## src/rtl/core/crpsm_pkg.sv

```systemverilog
// Package for the class-partitioned replay slot manager.
// Field widths, result codes, register indexes and controller/datapath structs.
// No dependencies.
package crpsm_pkg;

    localparam int MAX_CLASSES_DEF = 64;
    localparam int MAX_SLOTS_DEF   = 1024;

    localparam int KW         = 7;
    localparam int NW         = 11;
    localparam int LABEL_W    = 6;
    localparam int CAND_W     = 16;
    localparam int SDRAW_W    = 10;
    localparam int IDX_W      = 20;
    localparam int OC_W       = 3;
    localparam int CLS_W      = 6;
    localparam int SLOT_W     = 10;
    localparam int ADDR_W     = 16;
    localparam int TOT_W      = 17;
    localparam int SEEN_W     = 32;
    localparam int CFG_IDX_W  = 2;
    localparam int CFG_DATA_W = 16;

    localparam logic [NW-1:0]    N_RST   = NW'(1024);
    localparam logic [TOT_W-1:0] TOT_MAX = '1;

    localparam logic [OC_W-1:0] OC_NEW   = 3'd0;
    localparam logic [OC_W-1:0] OC_REPL  = 3'd1;
    localparam logic [OC_W-1:0] OC_DROP  = 3'd2;
    localparam logic [OC_W-1:0] OC_FOUND = 3'd3;
    localparam logic [OC_W-1:0] OC_EMPTY = 3'd4;

    localparam logic [CFG_IDX_W-1:0] CFG_CLASSES = 2'd0;
    localparam logic [CFG_IDX_W-1:0] CFG_SLOTS   = 2'd1;
    localparam logic [CFG_IDX_W-1:0] CFG_ACCEPT  = 2'd2;

    typedef struct packed {
        logic clr;
        logic load;
        logic upd;
        logic take_slot;
        logic scan;
        logic div2;
        logic find_start;
        logic find;
        logic set_empty;
        logic fin;
    } t_cmd;

    typedef struct packed {
        logic clr_last;
        logic repl;
        logic div_busy;
        logic scan_done;
        logic ne_zero;
        logic hit;
        logic out_free;
    } t_sts;

endpackage

```

## src/rtl/core/crpsm_div.sv

```systemverilog
// Restoring divider, one quotient bit per cycle.
// Uses crpsm_pkg widths; instantiated by crpsm_dp.
module crpsm_div (
    input  logic                         i_clk,
    input  logic                         i_rst_n,
    input  logic                         i_start,
    input  logic [crpsm_pkg::IDX_W-1:0]  i_dividend,
    input  logic [crpsm_pkg::NW-1:0]     i_divisor,
    output logic                         o_busy,
    output logic [crpsm_pkg::IDX_W-1:0]  o_quot,
    output logic [crpsm_pkg::NW-1:0]     o_rem
);
    import crpsm_pkg::*;

    localparam int CW = $clog2(IDX_W);

    logic             r_busy;
    logic [CW-1:0]    r_cnt;
    logic [IDX_W-1:0] r_quot;
    logic [NW-1:0]    r_rem;
    logic [NW-1:0]    r_dv;
    logic [NW:0]      w_trial;
    logic [NW:0]      w_diff;
    logic             w_ge;

    assign w_trial = {r_rem, r_quot[IDX_W-1]};
    assign w_ge    = w_trial >= {1'b0, r_dv};
    assign w_diff  = w_trial - {1'b0, r_dv};

    always_ff @(posedge i_clk) begin
        if (!i_rst_n) begin
            r_busy <= 1'b0;
            r_cnt  <= '0;
        end else if (i_start) begin
            r_busy <= 1'b1;
            r_cnt  <= CW'(IDX_W - 1);
        end else if (r_busy) begin
            if (r_cnt == '0) begin
                r_busy <= 1'b0;
            end else begin
                r_cnt <= r_cnt - CW'(1);
            end
        end
    end

    always_ff @(posedge i_clk) begin
        if (i_start) begin
            r_quot <= i_dividend;
            r_rem  <= '0;
            r_dv   <= i_divisor;
        end else if (r_busy) begin
            r_rem  <= w_ge ? w_diff[NW-1:0] : w_trial[NW-1:0];
            r_quot <= {r_quot[IDX_W-2:0], w_ge};
        end
    end

    assign o_busy = r_busy;
    assign o_quot = r_quot;
    assign o_rem  = r_rem;

endmodule

```

## src/rtl/core/crpsm_dp.sv

```systemverilog
// Datapath: config registers, fill and seen memories, scan counters, divider, result regs.
// Depends on crpsm_pkg and crpsm_div; driven by crpsm_ctrl commands.
module crpsm_dp #(
    parameter int MAX_CLASSES = crpsm_pkg::MAX_CLASSES_DEF,
    parameter int MAX_SLOTS   = crpsm_pkg::MAX_SLOTS_DEF
) (
    input  logic                              i_clk,
    input  logic                              i_rst_n,
    input  crpsm_pkg::t_cmd                   i_cmd,
    output crpsm_pkg::t_sts                   o_sts,
    input  logic                              i_cfg_we,
    input  logic [crpsm_pkg::CFG_IDX_W-1:0]   i_cfg_idx,
    input  logic [crpsm_pkg::CFG_DATA_W-1:0]  i_cfg_data,
    input  logic                              i_mode,
    input  logic [crpsm_pkg::LABEL_W-1:0]     i_label,
    input  logic [crpsm_pkg::CAND_W-1:0]      i_candidate_draw,
    input  logic [crpsm_pkg::SDRAW_W-1:0]     i_slot_draw,
    input  logic [crpsm_pkg::IDX_W-1:0]       i_sample_index,
    input  logic                              i_out_stall,
    output logic                              o_out_valid,
    output logic [crpsm_pkg::OC_W-1:0]        o_outcome,
    output logic [crpsm_pkg::CLS_W-1:0]       o_class_out,
    output logic [crpsm_pkg::SLOT_W-1:0]      o_slot_out,
    output logic [crpsm_pkg::ADDR_W-1:0]      o_buffer_address,
    output logic [crpsm_pkg::TOT_W-1:0]       o_total_stored
);
    import crpsm_pkg::*;

    localparam int AW = (MAX_CLASSES > 1) ? $clog2(MAX_CLASSES) : 1;
    localparam int XW = (AW > KW) ? AW : KW;
    localparam int PW = KW + NW;

    // config
    logic [KW-1:0]     r_k;
    logic [NW-1:0]     r_n;
    logic [CAND_W-1:0] r_acc;
    logic [KW-1:0]     w_k;
    logic [NW-1:0]     w_n;

    // item
    logic [LABEL_W-1:0] w_lbl;
    logic [LABEL_W-1:0] r_label;
    logic               r_bad;
    logic [CAND_W-1:0]  r_cand;
    logic [SDRAW_W-1:0] r_sdraw;

    // memories
    logic [NW-1:0]     m_fill [MAX_CLASSES];
    logic [SEEN_W-1:0] m_seen [MAX_CLASSES];
    logic [NW-1:0]     r_fill_rd;
    logic [SEEN_W-1:0] r_seen_rd;
    logic [AW-1:0]     r_clr_addr;
    logic [XW-1:0]     w_lbl_x;
    logic [XW-1:0]     w_cnt_x;
    logic [AW-1:0]     w_wr_addr;
    logic [AW-1:0]     w_rd_addr;
    logic              w_fill_we;
    logic              w_seen_we;

    // insert decision
    logic w_full;
    logic w_drop;
    logic w_repl;

    // scan
    logic [KW-1:0] r_cnt;
    logic [KW-1:0] r_pidx;
    logic          r_pend;
    logic [KW-1:0] r_ne;
    logic [KW-1:0] r_j;
    logic [KW-1:0] r_q;
    logic [NW-1:0] r_ridx;
    logic          w_more;
    logic          w_nz;
    logic          w_hit;
    logic          w_scan_rst;

    // divider
    logic             w_div_start;
    logic [IDX_W-1:0] w_div_dd;
    logic [NW-1:0]    w_div_dv;
    logic             w_div_busy;
    logic [IDX_W-1:0] w_div_quot;
    logic [NW-1:0]    w_div_rem;

    // result
    logic [OC_W-1:0]  r_oc;
    logic [KW-1:0]    r_cls;
    logic [NW-1:0]    r_slot;
    logic [TOT_W-1:0] r_total;
    logic [PW-1:0]    w_addr;

    logic              r_out_valid;
    logic [OC_W-1:0]   r_o_oc;
    logic [CLS_W-1:0]  r_o_cls;
    logic [SLOT_W-1:0] r_o_slot;
    logic [ADDR_W-1:0] r_o_addr;
    logic [TOT_W-1:0]  r_o_total;

    always_ff @(posedge i_clk) begin
        if (!i_rst_n) begin
            r_k   <= KW'(1);
            r_n   <= N_RST;
            r_acc <= '0;
        end else if (i_cfg_we) begin
            unique case (i_cfg_idx)
                CFG_CLASSES: r_k   <= i_cfg_data[KW-1:0];
                CFG_SLOTS:   r_n   <= i_cfg_data[NW-1:0];
                CFG_ACCEPT:  r_acc <= i_cfg_data[CAND_W-1:0];
                default: ;
            endcase
        end
    end

    always_comb begin
        if (r_k == '0) begin
            w_k = KW'(1);
        end else if (int'(r_k) > MAX_CLASSES) begin
            w_k = KW'(MAX_CLASSES);
        end else begin
            w_k = r_k;
        end
        if (r_n == '0) begin
            w_n = NW'(1);
        end else if (int'(r_n) > MAX_SLOTS) begin
            w_n = NW'(MAX_SLOTS);
        end else begin
            w_n = r_n;
        end
    end

    assign w_lbl = (w_k == KW'(1)) ? '0 : i_label;

    always_ff @(posedge i_clk) begin
        if (i_cmd.load) begin
            r_label <= w_lbl;
            r_bad   <= {1'b0, w_lbl} >= w_k;
            r_cand  <= i_candidate_draw;
            r_sdraw <= i_slot_draw;
        end
    end

    // memory ports
    assign w_lbl_x   = XW'(r_label);
    assign w_cnt_x   = XW'(r_cnt);
    assign w_wr_addr = i_cmd.clr ? r_clr_addr : w_lbl_x[AW-1:0];
    assign w_rd_addr = (i_cmd.scan || i_cmd.find) ? w_cnt_x[AW-1:0] : w_lbl_x[AW-1:0];

    assign w_full = r_fill_rd >= w_n;
    assign w_drop = r_bad || (w_full && (r_cand >= r_acc));
    assign w_repl = !w_drop && w_full;

    assign w_fill_we = i_cmd.clr || (i_cmd.upd && !w_drop && !w_full);
    assign w_seen_we = i_cmd.clr || (i_cmd.upd && !w_drop);

    always_ff @(posedge i_clk) begin
        if (w_fill_we) begin
            m_fill[w_wr_addr] <= i_cmd.clr ? '0 : r_fill_rd + NW'(1);
        end
        if (w_seen_we) begin
            m_seen[w_wr_addr] <= i_cmd.clr ? '0 : r_seen_rd + SEEN_W'(1);
        end
        r_fill_rd <= m_fill[w_rd_addr];
        r_seen_rd <= m_seen[w_rd_addr];
    end

    always_ff @(posedge i_clk) begin
        if (!i_rst_n) begin
            r_clr_addr <= '0;
        end else if (i_cmd.clr) begin
            r_clr_addr <= r_clr_addr + AW'(1);
        end
    end

    // class scan: one fill count per cycle, read data arrives the cycle after r_cnt addresses it
    assign w_more     = r_cnt != w_k;
    assign w_nz       = r_fill_rd != '0;
    assign w_hit      = i_cmd.find && r_pend && w_nz && (r_j == r_q);
    assign w_scan_rst = (i_cmd.load && i_mode) || i_cmd.find_start;

    always_ff @(posedge i_clk) begin
        if (!i_rst_n) begin
            r_pend <= 1'b0;
            r_cnt  <= '0;
            r_j    <= '0;
            r_ne   <= '0;
        end else begin
            if (w_scan_rst) begin
                r_cnt  <= '0;
                r_pend <= 1'b0;
                r_j    <= '0;
            end else if (i_cmd.scan || i_cmd.find) begin
                r_pend <= w_more;
                if (w_more) begin
                    r_cnt <= r_cnt + KW'(1);
                end
                if (i_cmd.find && r_pend && w_nz && !w_hit) begin
                    r_j <= r_j + KW'(1);
                end
            end
            if (i_cmd.load) begin
                r_ne <= '0;
            end else if (i_cmd.scan && r_pend && w_nz) begin
                r_ne <= r_ne + KW'(1);
            end
        end
    end

    always_ff @(posedge i_clk) begin
        if ((i_cmd.scan || i_cmd.find) && w_more) begin
            r_pidx <= r_cnt;
        end
        if (i_cmd.div2) begin
            r_ridx <= w_div_rem;
        end
        if (i_cmd.find_start) begin
            r_q <= w_div_rem[KW-1:0];
        end
    end

    always_comb begin
        w_div_start = 1'b0;
        w_div_dd    = '0;
        w_div_dv    = '0;
        if (i_cmd.load && i_mode) begin
            w_div_start = 1'b1;
            w_div_dd    = i_sample_index;
            w_div_dv    = w_n;
        end else if (i_cmd.upd && w_repl) begin
            w_div_start = 1'b1;
            w_div_dd    = IDX_W'(r_sdraw);
            w_div_dv    = w_n;
        end else if (i_cmd.div2) begin
            w_div_start = 1'b1;
            w_div_dd    = w_div_quot;
            w_div_dv    = NW'(r_ne);
        end else if (w_hit) begin
            w_div_start = 1'b1;
            w_div_dd    = IDX_W'(r_ridx);
            w_div_dv    = r_fill_rd;
        end
    end

    crpsm_div u_div (
        .i_clk      (i_clk),
        .i_rst_n    (i_rst_n),
        .i_start    (w_div_start),
        .i_dividend (w_div_dd),
        .i_divisor  (w_div_dv),
        .o_busy     (w_div_busy),
        .o_quot     (w_div_quot),
        .o_rem      (w_div_rem)
    );

    always_ff @(posedge i_clk) begin
        if (i_cmd.upd) begin
            r_cls <= KW'(r_label);
            if (w_drop) begin
                r_oc   <= OC_DROP;
                r_slot <= '0;
            end else if (!w_full) begin
                r_oc   <= OC_NEW;
                r_slot <= r_fill_rd;
            end else begin
                r_oc <= OC_REPL;
            end
        end else if (i_cmd.set_empty) begin
            r_oc   <= OC_EMPTY;
            r_cls  <= '0;
            r_slot <= '0;
        end else if (w_hit) begin
            r_oc  <= OC_FOUND;
            r_cls <= r_pidx;
        end else if (i_cmd.take_slot) begin
            r_slot <= w_div_rem;
        end
    end

    always_ff @(posedge i_clk) begin
        if (!i_rst_n) begin
            r_total <= '0;
        end else if (i_cmd.upd && !w_drop && !w_full && (r_total != TOT_MAX)) begin
            r_total <= r_total + TOT_W'(1);
        end
    end

    // result register
    assign w_addr = (PW'(r_cls) * PW'(w_n)) + PW'(r_slot);

    always_ff @(posedge i_clk) begin
        if (!i_rst_n) begin
            r_out_valid <= 1'b0;
        end else if (i_cmd.fin) begin
            r_out_valid <= 1'b1;
        end else if (!i_out_stall) begin
            r_out_valid <= 1'b0;
        end
    end

    always_ff @(posedge i_clk) begin
        if (i_cmd.fin) begin
            r_o_oc    <= r_oc;
            r_o_cls   <= r_cls[CLS_W-1:0];
            r_o_slot  <= r_slot[SLOT_W-1:0];
            r_o_addr  <= ((r_oc == OC_DROP) || (r_oc == OC_EMPTY)) ? '0 : w_addr[ADDR_W-1:0];
            r_o_total <= r_total;
        end
    end

    assign o_out_valid      = r_out_valid;
    assign o_outcome        = r_o_oc;
    assign o_class_out      = r_o_cls;
    assign o_slot_out       = r_o_slot;
    assign o_buffer_address = r_o_addr;
    assign o_total_stored   = r_o_total;

    assign o_sts.clr_last  = r_clr_addr == AW'(MAX_CLASSES - 1);
    assign o_sts.repl      = w_repl;
    assign o_sts.div_busy  = w_div_busy;
    assign o_sts.scan_done = !w_more && !r_pend;
    assign o_sts.ne_zero   = r_ne == '0;
    assign o_sts.hit       = w_hit;
    assign o_sts.out_free  = !r_out_valid || !i_out_stall;

endmodule

```

## src/rtl/core/crpsm_ctrl.sv

```systemverilog
// Controller state machine: clear pass, insert and lookup sequencing.
// Depends on crpsm_pkg; issues t_cmd to crpsm_dp and reads t_sts back.
module crpsm_ctrl (
    input  logic            i_clk,
    input  logic            i_rst_n,
    input  logic            i_in_valid,
    input  logic            i_mode,
    input  crpsm_pkg::t_sts i_sts,
    output crpsm_pkg::t_cmd o_cmd,
    output logic            o_in_stall
);
    import crpsm_pkg::*;

    typedef enum logic [8:0] {
        S_CLR   = 9'b000000001,
        S_IDLE  = 9'b000000010,
        S_IRD   = 9'b000000100,
        S_IUPD  = 9'b000001000,
        S_DIV   = 9'b000010000,
        S_LCNT  = 9'b000100000,
        S_LDIV  = 9'b001000000,
        S_LFIND = 9'b010000000,
        S_FIN   = 9'b100000000
    } t_state;

    t_state r_state;
    t_state n_state;

    always_ff @(posedge i_clk) begin
        if (!i_rst_n) begin
            r_state <= S_CLR;
        end else begin
            r_state <= n_state;
        end
    end

    always_comb begin
        n_state = r_state;
        o_cmd   = '0;
        unique case (r_state)
            S_CLR: begin
                o_cmd.clr = 1'b1;
                if (i_sts.clr_last) begin
                    n_state = S_IDLE;
                end
            end
            S_IDLE: begin
                if (i_in_valid) begin
                    o_cmd.load = 1'b1;
                    n_state    = i_mode ? S_LCNT : S_IRD;
                end
            end
            S_IRD: begin
                n_state = S_IUPD;
            end
            S_IUPD: begin
                o_cmd.upd = 1'b1;
                n_state   = i_sts.repl ? S_DIV : S_FIN;
            end
            S_DIV: begin
                if (!i_sts.div_busy) begin
                    o_cmd.take_slot = 1'b1;
                    n_state         = S_FIN;
                end
            end
            S_LCNT: begin
                o_cmd.scan = 1'b1;
                if (i_sts.scan_done && !i_sts.div_busy) begin
                    if (i_sts.ne_zero) begin
                        o_cmd.set_empty = 1'b1;
                        n_state         = S_FIN;
                    end else begin
                        o_cmd.div2 = 1'b1;
                        n_state    = S_LDIV;
                    end
                end
            end
            S_LDIV: begin
                if (!i_sts.div_busy) begin
                    o_cmd.find_start = 1'b1;
                    n_state          = S_LFIND;
                end
            end
            S_LFIND: begin
                o_cmd.find = 1'b1;
                if (i_sts.hit) begin
                    n_state = S_DIV;
                end
            end
            S_FIN: begin
                if (i_sts.out_free) begin
                    o_cmd.fin = 1'b1;
                    n_state   = S_IDLE;
                end
            end
            default: n_state = S_CLR;
        endcase
    end

    assign o_in_stall = r_state != S_IDLE;

endmodule

```

## src/rtl/core/class_partitioned_replay_slot_manager_top.sv

```systemverilog
// Top level of the class-partitioned replay slot manager.
// Depends on crpsm_pkg, crpsm_ctrl, crpsm_dp (which holds crpsm_div).
//
// Input channel (i_in_valid / o_in_stall): one beat per insert (mode 0) or
// lookup (mode 1). Output channel (o_out_valid / i_out_stall): one result
// beat per input beat, in order. Config: i_cfg_we writes register
// i_cfg_idx (0 classes, 1 slots per class, 2 accept limit); write only idle.
// One item is worked on at a time; stall is high from accept until the
// result is loaded into the output register.
// Insert: accept, fill count read, update, then result; a replace adds a
// run of the 20-step divider that reduces the slot draw.
// Lookup: two passes over the fill counts of the K active classes
// through the single memory read port (one class per cycle) and three
// 20-step divisions on the shared divider.
// Reset: config returns to its defaults, then a clearing pass over all
// MAX_CLASSES entries zeroes the fill and seen memories; no beat is taken
// until it ends. If the receiver stalls, the result waits in the output
// register and the next item finishes its work, then waits behind it.
module class_partitioned_replay_slot_manager_top #(
    parameter int MAX_CLASSES = crpsm_pkg::MAX_CLASSES_DEF,
    parameter int MAX_SLOTS   = crpsm_pkg::MAX_SLOTS_DEF
) (
    input  logic                              i_clk,
    input  logic                              i_rst_n,
    input  logic                              i_cfg_we,
    input  logic [crpsm_pkg::CFG_IDX_W-1:0]   i_cfg_idx,
    input  logic [crpsm_pkg::CFG_DATA_W-1:0]  i_cfg_data,
    input  logic                              i_in_valid,
    output logic                              o_in_stall,
    input  logic                              i_mode,
    input  logic [crpsm_pkg::LABEL_W-1:0]     i_label,
    input  logic [crpsm_pkg::CAND_W-1:0]      i_candidate_draw,
    input  logic [crpsm_pkg::SDRAW_W-1:0]     i_slot_draw,
    input  logic [crpsm_pkg::IDX_W-1:0]       i_sample_index,
    output logic                              o_out_valid,
    input  logic                              i_out_stall,
    output logic [crpsm_pkg::OC_W-1:0]        o_outcome,
    output logic [crpsm_pkg::CLS_W-1:0]       o_class_out,
    output logic [crpsm_pkg::SLOT_W-1:0]      o_slot_out,
    output logic [crpsm_pkg::ADDR_W-1:0]      o_buffer_address,
    output logic [crpsm_pkg::TOT_W-1:0]       o_total_stored
);
    import crpsm_pkg::*;

    t_cmd w_cmd;
    t_sts w_sts;

    crpsm_ctrl u_ctrl (
        .i_clk      (i_clk),
        .i_rst_n    (i_rst_n),
        .i_in_valid (i_in_valid),
        .i_mode     (i_mode),
        .i_sts      (w_sts),
        .o_cmd      (w_cmd),
        .o_in_stall (o_in_stall)
    );

    crpsm_dp #(
        .MAX_CLASSES (MAX_CLASSES),
        .MAX_SLOTS   (MAX_SLOTS)
    ) u_dp (
        .i_clk            (i_clk),
        .i_rst_n          (i_rst_n),
        .i_cmd            (w_cmd),
        .o_sts            (w_sts),
        .i_cfg_we         (i_cfg_we),
        .i_cfg_idx        (i_cfg_idx),
        .i_cfg_data       (i_cfg_data),
        .i_mode           (i_mode),
        .i_label          (i_label),
        .i_candidate_draw (i_candidate_draw),
        .i_slot_draw      (i_slot_draw),
        .i_sample_index   (i_sample_index),
        .i_out_stall      (i_out_stall),
        .o_out_valid      (o_out_valid),
        .o_outcome        (o_outcome),
        .o_class_out      (o_class_out),
        .o_slot_out       (o_slot_out),
        .o_buffer_address (o_buffer_address),
        .o_total_stored   (o_total_stored)
    );

endmodule

```

## config.mk

```make
export PLATFORM = sky130hd
export DESIGN_NAME = class_partitioned_replay_slot_manager_top
export DESIGN_NICKNAME = d
export VERILOG_FILES = /design/src/rtl/core/crpsm_pkg.sv /design/src/rtl/core/crpsm_div.sv /design/src/rtl/core/crpsm_dp.sv /design/src/rtl/core/crpsm_ctrl.sv /design/src/rtl/core/class_partitioned_replay_slot_manager_top.sv
export SDC_FILE = /design/constraint.sdc
export NUM_CORES = 2
export LEC_CHECK = 0
export BUFFER_PORTS_ARGS = -buffer_cell sky130_fd_sc_hd__buf_2
export CAP_MARGIN = 20
export CORE_MARGIN = 2
export CORE_UTILIZATION = 49
export CTS_BUF_LIST = sky130_fd_sc_hd__clkbuf_2 sky130_fd_sc_hd__clkbuf_4 sky130_fd_sc_hd__clkbuf_8
export CTS_CLUSTER_SIZE = 28
export DETAILED_ROUTE_END_ITERATION = 10
export PLACE_DENSITY = 0.73
export SYNTH_ARGS = -nofsm -noshare
export SYNTH_HDL_FRONTEND = slang
export SYNTH_HIERARCHICAL = 1
export SYNTH_SLANG_ARGS = --single-unit
```

## constraint.sdc

```tcl
create_clock -name i_clk -period 6 [get_ports i_clk]
set_input_delay 0.3 -clock i_clk [delete_from_list [all_inputs] [get_ports i_clk]]
set_output_delay 0.3 -clock i_clk [all_outputs]
set_load 0.01 [all_outputs]
```

Word-level counts from Yosys, hierarchy flattened

Memory sizes are Yosys's and may differ from the RTL's. A register that Yosys moved wholly into a read port is not among the register bits.
Cells that the tools add are included.

Input port bits: 76
Bits in writable memories: 704
Memories: 1
Flip-flop bits (word level): 268

Memories:

| memory      | words | width | read ports | clocked after Yosys merged registers in | write ports | RTL line       | source |
|---|---|---|---|---|---|---|---|
| u_dp.m_fill | 64    | 11    | 1          | 1                                       | 1           | crpsm_dp.sv:48 | `logic [NW-1:0] m_fill [MAX_CLASSES];` |

Multipliers: 1
Reductions and logical operators: 53
$lt $le $gt $ge: 6
Mux-type cells: 74
Add/sub/neg operators: 9
Bitwise gates (word level): 2
Eq/ne operators: 31

Operator list:

| cell                                                             | count |
|---|---|
| 11-bit 2-to-1 mux                                                | 15 |
| 20-bit 2-to-1 mux                                                | 5 |
| 9-bit 2-to-1 mux                                                 | 9 |
| 9-bit case mux with 9 select lines                               | 1 |
| 6-bit 2-to-1 mux                                                 | 7 |
| 1-bit 2-to-1 mux                                                 | 27 |
| 7-bit by 1-bit adder with 7-bit output (second input constant)   | 3 |
| 17-bit by 1-bit adder with 17-bit output (second input constant) | 1 |
| 17-bit != test (second input constant)                           | 1 |
| 16-bit by 11-bit adder with 16-bit output                        | 1 |
| 16-bit greater-or-equal comparator                               | 1 |
| 1-bit logical AND                                                | 16 |
| 7-bit by 11-bit multiplier with 16-bit output                    | 1 |
| 2-bit AND reduction                                              | 8 |
| 5-bit 2-to-1 mux                                                 | 3 |
| 7-bit zero test                                                  | 2 |
| 7-bit 2-to-1 mux                                                 | 2 |
| 12-bit by 11-bit greater-or-equal comparator with 1-bit output   | 1 |
| 3-bit 2-to-1 mux                                                 | 4 |
| 11-bit by 1-bit adder with 11-bit output (second input constant) | 1 |
| 11-bit greater-or-equal comparator                               | 1 |
| 11-bit greater-than comparator (second input constant)           | 1 |
| 11-bit zero test                                                 | 1 |
| 11-bit nonzero test                                              | 1 |
| 39 further kinds                                                 | 63 |

Longest topological paths before layout

Depth after elaboration: 14
Gate-level depth with buffers: 20
Depth with buffers taken out: 20

By module

The synthesis kept the hierarchy.

Modules (own cells, without submodules):

| module     | seq. area each (sq um) | cells an instance | instances | area an instance (sq um) |
|---|---|---|---|---|
| crpsm_dp   | 26885.8                | 2658              | 1         | 39879.5 |
| crpsm_div  | 1271.2                 | 222               | 1         | 2575.0 |
| crpsm_ctrl | 180.2                  | 97                | 1         | 739.5 |

Worst setup path before layout

No wires, ideal clock.

Kind: register to register
Start point: register u_dp.r_n[4]
End point: register u_dp.r_o_addr[15], in the netlist u_dp/o_buffer_address[15], data pin
Setup slack: 903 ps
Path buffers: 0
Data arrival time: 4831 ps
Clock period less this slack: 5097 ps
Stages on the path, launching flop included: 21
Path through: dfxtp_1 -> nor4_1 -> nand3_1 -> o21ai_0 -> and2_1 -> nand2_1 -> fa_1 -> inv_1 -> fa_1 -> fa_1 -> inv_1 -> fa_1 -> inv_1 -> ha_1 -> a211o_1 -> a21oi_1 -> o21ai_0 -> a31o_2 -> a21oi_1 -> xnor2_1 -> nor2_1

Cells in the longest elaborated chain, start to end: 5
Elaborated cells between the ends (all ways): 6

Ends and longest elaborated chain:

| item                                              | RTL line        | source |
|---|---|---|
| start: declaration                                | crpsm_dp.sv:35  | `logic [NW-1:0] r_n;` |
| start signal: assignment                          | crpsm_dp.sv:108 | `CFG_SLOTS: r_n <= i_cfg_data[NW-1:0];` |
| 11-bit greater-than comparator                    | crpsm_dp.sv:125 | `end else if (int'(r_n) > MAX_SLOTS) begin` |
| 11-bit 2-to-1 mux                                 | crpsm_dp.sv:125 |  |
| 11-bit 2-to-1 mux (*)                             | crpsm_dp.sv:123 | `if (r_n == '0) begin` |
| 7-bit by 11-bit multiplier with 16-bit output (*) | crpsm_dp.sv:288 | `assign w_addr = (PW'(r_cls) * PW'(w_n)) + PW'(r_slot);` |
| 16-bit by 11-bit adder with 16-bit output (*)     | crpsm_dp.sv:288 |  |
| end signal: assignment                            | crpsm_dp.sv:305 | `r_o_addr <= ((r_oc == OC_DROP) \|\| (r_oc == OC_EMPTY)) ? '0 : w_addr[ADDR_W-1:0];` |
| end: declaration                                  | crpsm_dp.sv:97  | `logic [ADDR_W-1:0] r_o_addr;` |

Mark *: on every way between the ends. The rest lies on a longest branch, timed or not.
A chain may end at the register's enable or synchronous reset.

Worst setup path in the final report

Same ends and word-level chain as after synthesis.

==> out/metrics.csv <==
metric;value;unit
dp_cells;4231;
grt.total_usage;0.232;
grt.overflow.total;0;
p_leak;17.8;nW
setup_viol;0;
synth.avg_cell_area;14.5;sq um
core-area;0.0870;sq mm
ys_warn_count;6;
grt_pass1_vias;26212;
powerDensity;337;mW/mm^2
rows;108;
timing.final.crit_share;0.936;
gp_congestion;0.904;
die_h;301;um
synth-compound-area-share;0.0631;
slew_violations;0;
setup_tns;0;ps
worst_hold_path_type;in2reg;
period_minus_slack;5610;ps
synth_top_family_by_area;simple AND/OR/NAND/NOR gates;
clk_pin_slew_worst_paths;70;ps
synth_simple_gate_area_frac;0.0993;
grt_antenna_before_repair;1;
final-instance-count-excl-fill;4587;
die_width;301;um
rsz0062_at_grt;false;
fin_skew;60.8;ps
timing.rr.end;u_dp/o_buffer_address[15]$_SDFFCE_PP0P_;
p_total;16.7;mW
crit_type;reg2reg;
synth-async-reset-ratio;0;
worst_pin_slew;1090;ps
cp.required;6570;ps
clock_latency;860;ps
wl;105;mm
r2r-start;u_dp/r_n[4]$_SDFFE_PN0P_;
ys.flop_type;edfxtp_1;
grt_pass1_wl;158;mm
synthAdderAreaFrac;0.0501;
numPortBuffers;129;
num_vias;26663;
drtAntennaViolNets;0;
cts_root_buf;clkbuf_8;
whs;70.8;ps
area_delta_synth_final;14.7;%
initial_core_util;0.496;
synth_edf_count;865;
ios;130;
dr.pass1.iters;8;
syn_nets;3193;
cp-endpoint;u_dp/o_buffer_address[15]$_SDFFCE_PP0P_;
fmax;178;MHz
die_area;0.0905;sq mm
wl_per_cell;22.8;um
startpoint;u_dp/r_n[4]$_SDFFE_PN0P_;
dp_hpwl;66.9;mm
ir_drop;216;uV
startpoint_type;register;
layout.nets;3517;
htreeDepth;4;
drc;0;
drtIter0Drc;2890;
grt_max_degree;65;
cts.sinks;983;
numCtsBuffers;155;
hold_path_depth;4;
clockBufferDepth;3;
crit_fanout;8;
end_kind;register;
ys_seq_area_frac;0.656;
yosys.cell_types.count;84;
regToRegSetupSlack;390;ps
drive_above_1_share;0.203;
ys_ff_latch;983;
reg2reg_depth;20;
netlist_instances;2977;
synth_xor_area_frac;0.0124;
relSlewSlack;0.255;
netlist_area;0.0432;sq mm
status;completed;
routed_via_density;5.81;
cts_setup_buffers;0;
arrival;6190;ps
hold_viol_final;0;
cap_viol_max_count;0;
cts_tree;built;
synthMuxAreaShare;0.0914;
==> sequential cells by signal (all words and copies together), names as in the netlist, 11 cells and up <==
signal	count
u_dp/u_div/o_rem	11
u_dp/u_div/r_dv	11
u_dp/r_slot	11
u_dp/m_fill	704
u_dp/u_div/o_quot	20
u_dp/r_total	17
u_dp/r_fill_rd	11
u_dp/r_acc	16
u_dp/o_total_stored	17
u_dp/r_cand	16
u_dp/o_buffer_address	16
u_dp/r_n	11
u_dp/r_ridx	11
==> per-stage QoR <==
| step | cell area [sq um] | worst slack, ps | util |
|---|---|---|---|
| 2_1_floorplan | 43200 | 903 | - |
| 3_3_place_gp | 45700 | 491 | 0.525 |
| 3_5_place_dp | 45700 | 327 | 0.525 |
| 4_1_cts | 49500 | 303 | 0.569 |
| 5_1_grt | 49500 | 59.5 | 0.569 |
| 6_report | 49500 | 385 | 0.569 |
==> layout make-up <==
type | count | area (sq um)
Fill cell | 6656 | 37500
Antenna cell | 5 | 12.5
Sequential cell | 983 | 28300
Timing Repair Buffer | 311 | 2200
Multi-Input combinational cell | 1699 | 13800
Tap cell | 1155 | 1450
Clock buffer | 212 | 2620
Inverter | 151 | 567
Clock inverter | 71 | 529
==> critical path, cell delays in order (launching register included) <==
cell	delay, ps
dfxtp_1	320
nor4_1	360
nand3_1	160
o21ai_1	360
and2_1	330
nand2_1	110
fa_1	370
inv_1	80
fa_1	430
fa_1	550
inv_1	50
fa_1	470
inv_1	40
ha_1	350
a211o_1	310
a21oi_1	230
o21ai_0	190
a31o_2	290
a21oi_1	170
xnor2_1	130
nor2_1	50
==> logic make-up (layout without fill, tap and decap cells) <==
group | Yosys count | in the layout
DFF | 983 | 983
and+or+nand+nor | 869 | 869
AOI/OAI and AO/OA | 387 | 387
buffers and inverters | 295 | 745
muxes | 242 | 242
adders and majority gates | 140 | 140
xor gates and xnor gates | 61 | 61
other | 0 | 5
==> power by group <==
part | switching, mW | leakage, nW | internal [mW]
Combinational | 1.73 | 7.21 | 0.649
Sequential | 0.198 | 8.92 | 8.35
Clock | 2.70 | 1.68 | 3.05
Total | 4.63 | 17.8 | 12.0
==> metal layers <==
metal	global-route usage	part of all wire
met3	0.0461	0.084
met1	0.316	0.40
met4	0.0880	0.037
met2	0.371	0.48
met5	0	0
==> synth_stat cells (55+ instances only) <==
cell / number / share of area
edfxtp_1: 865 / 0.60
nand2_1: 288 / 0.025
nor2_1: 212 / 0.018
inv_1: 151 / 0.013
mux4_2: 119 / 0.062
dfxtp_1: 118 / 0.055
mux2i_1: 98 / 0.023
clkbuf_1: 88 / 0.0076
ha_1: 85 / 0.025
a21oi_1: 75 / 0.0087
nand3_1: 66 / 0.0076
fa_1: 55 / 0.025
==> what timing repair did <==
item                                   in CTS  in global routing
resized for setup                           0                  1
hold buffers                               64                  0
endpoints found under the hold margin      86                  0
setup endpoints to repair                   0                  1
==> worst min-delay path by stage <==
stage                                       start                                 to
global placement    u_dp/r_total[13]$_SDFFE_PN0P_  u_dp/o_total_stored[13]$_DFFE_PP_
global route                    i_sample_index[3]     u_dp/u_div/o_quot[3]$_DFFE_PP_
finish                          i_sample_index[2]     u_dp/u_div/o_quot[2]$_DFFE_PP_
CTS                             i_sample_index[2]     u_dp/u_div/o_quot[2]$_DFFE_PP_
detailed placement  u_dp/r_total[13]$_SDFFE_PN0P_  u_dp/o_total_stored[13]$_DFFE_PP_
floorplan                                  i_mode     u_ctrl/r_state[2]$_SDFFE_PN0P_
==> cell usage in the layout (no fill, tap or decap), drive strengths merged, types with 20 or more instances in the layout <==
master / count
nor3: 20
nand2b: 37
nor3b: 25
nand3: 67
nor2: 212
edfxtp: 865
nand2: 289
xor2: 24
a31oi: 39
a21oi: 75
a22oi: 50
ha: 85
dfxtp: 118
dlygate4sd3: 64
o21ai: 46
fa: 55
o21a: 20
and2: 51
clkinv: 58
and3: 28
buf: 245
xnor2: 37
clkbuf: 214
mux2: 25
nand4: 40
nor2b: 34
a211oi: 25
mux4: 119
inv: 156
mux2i: 98
(Power assumes the default switching activity.)
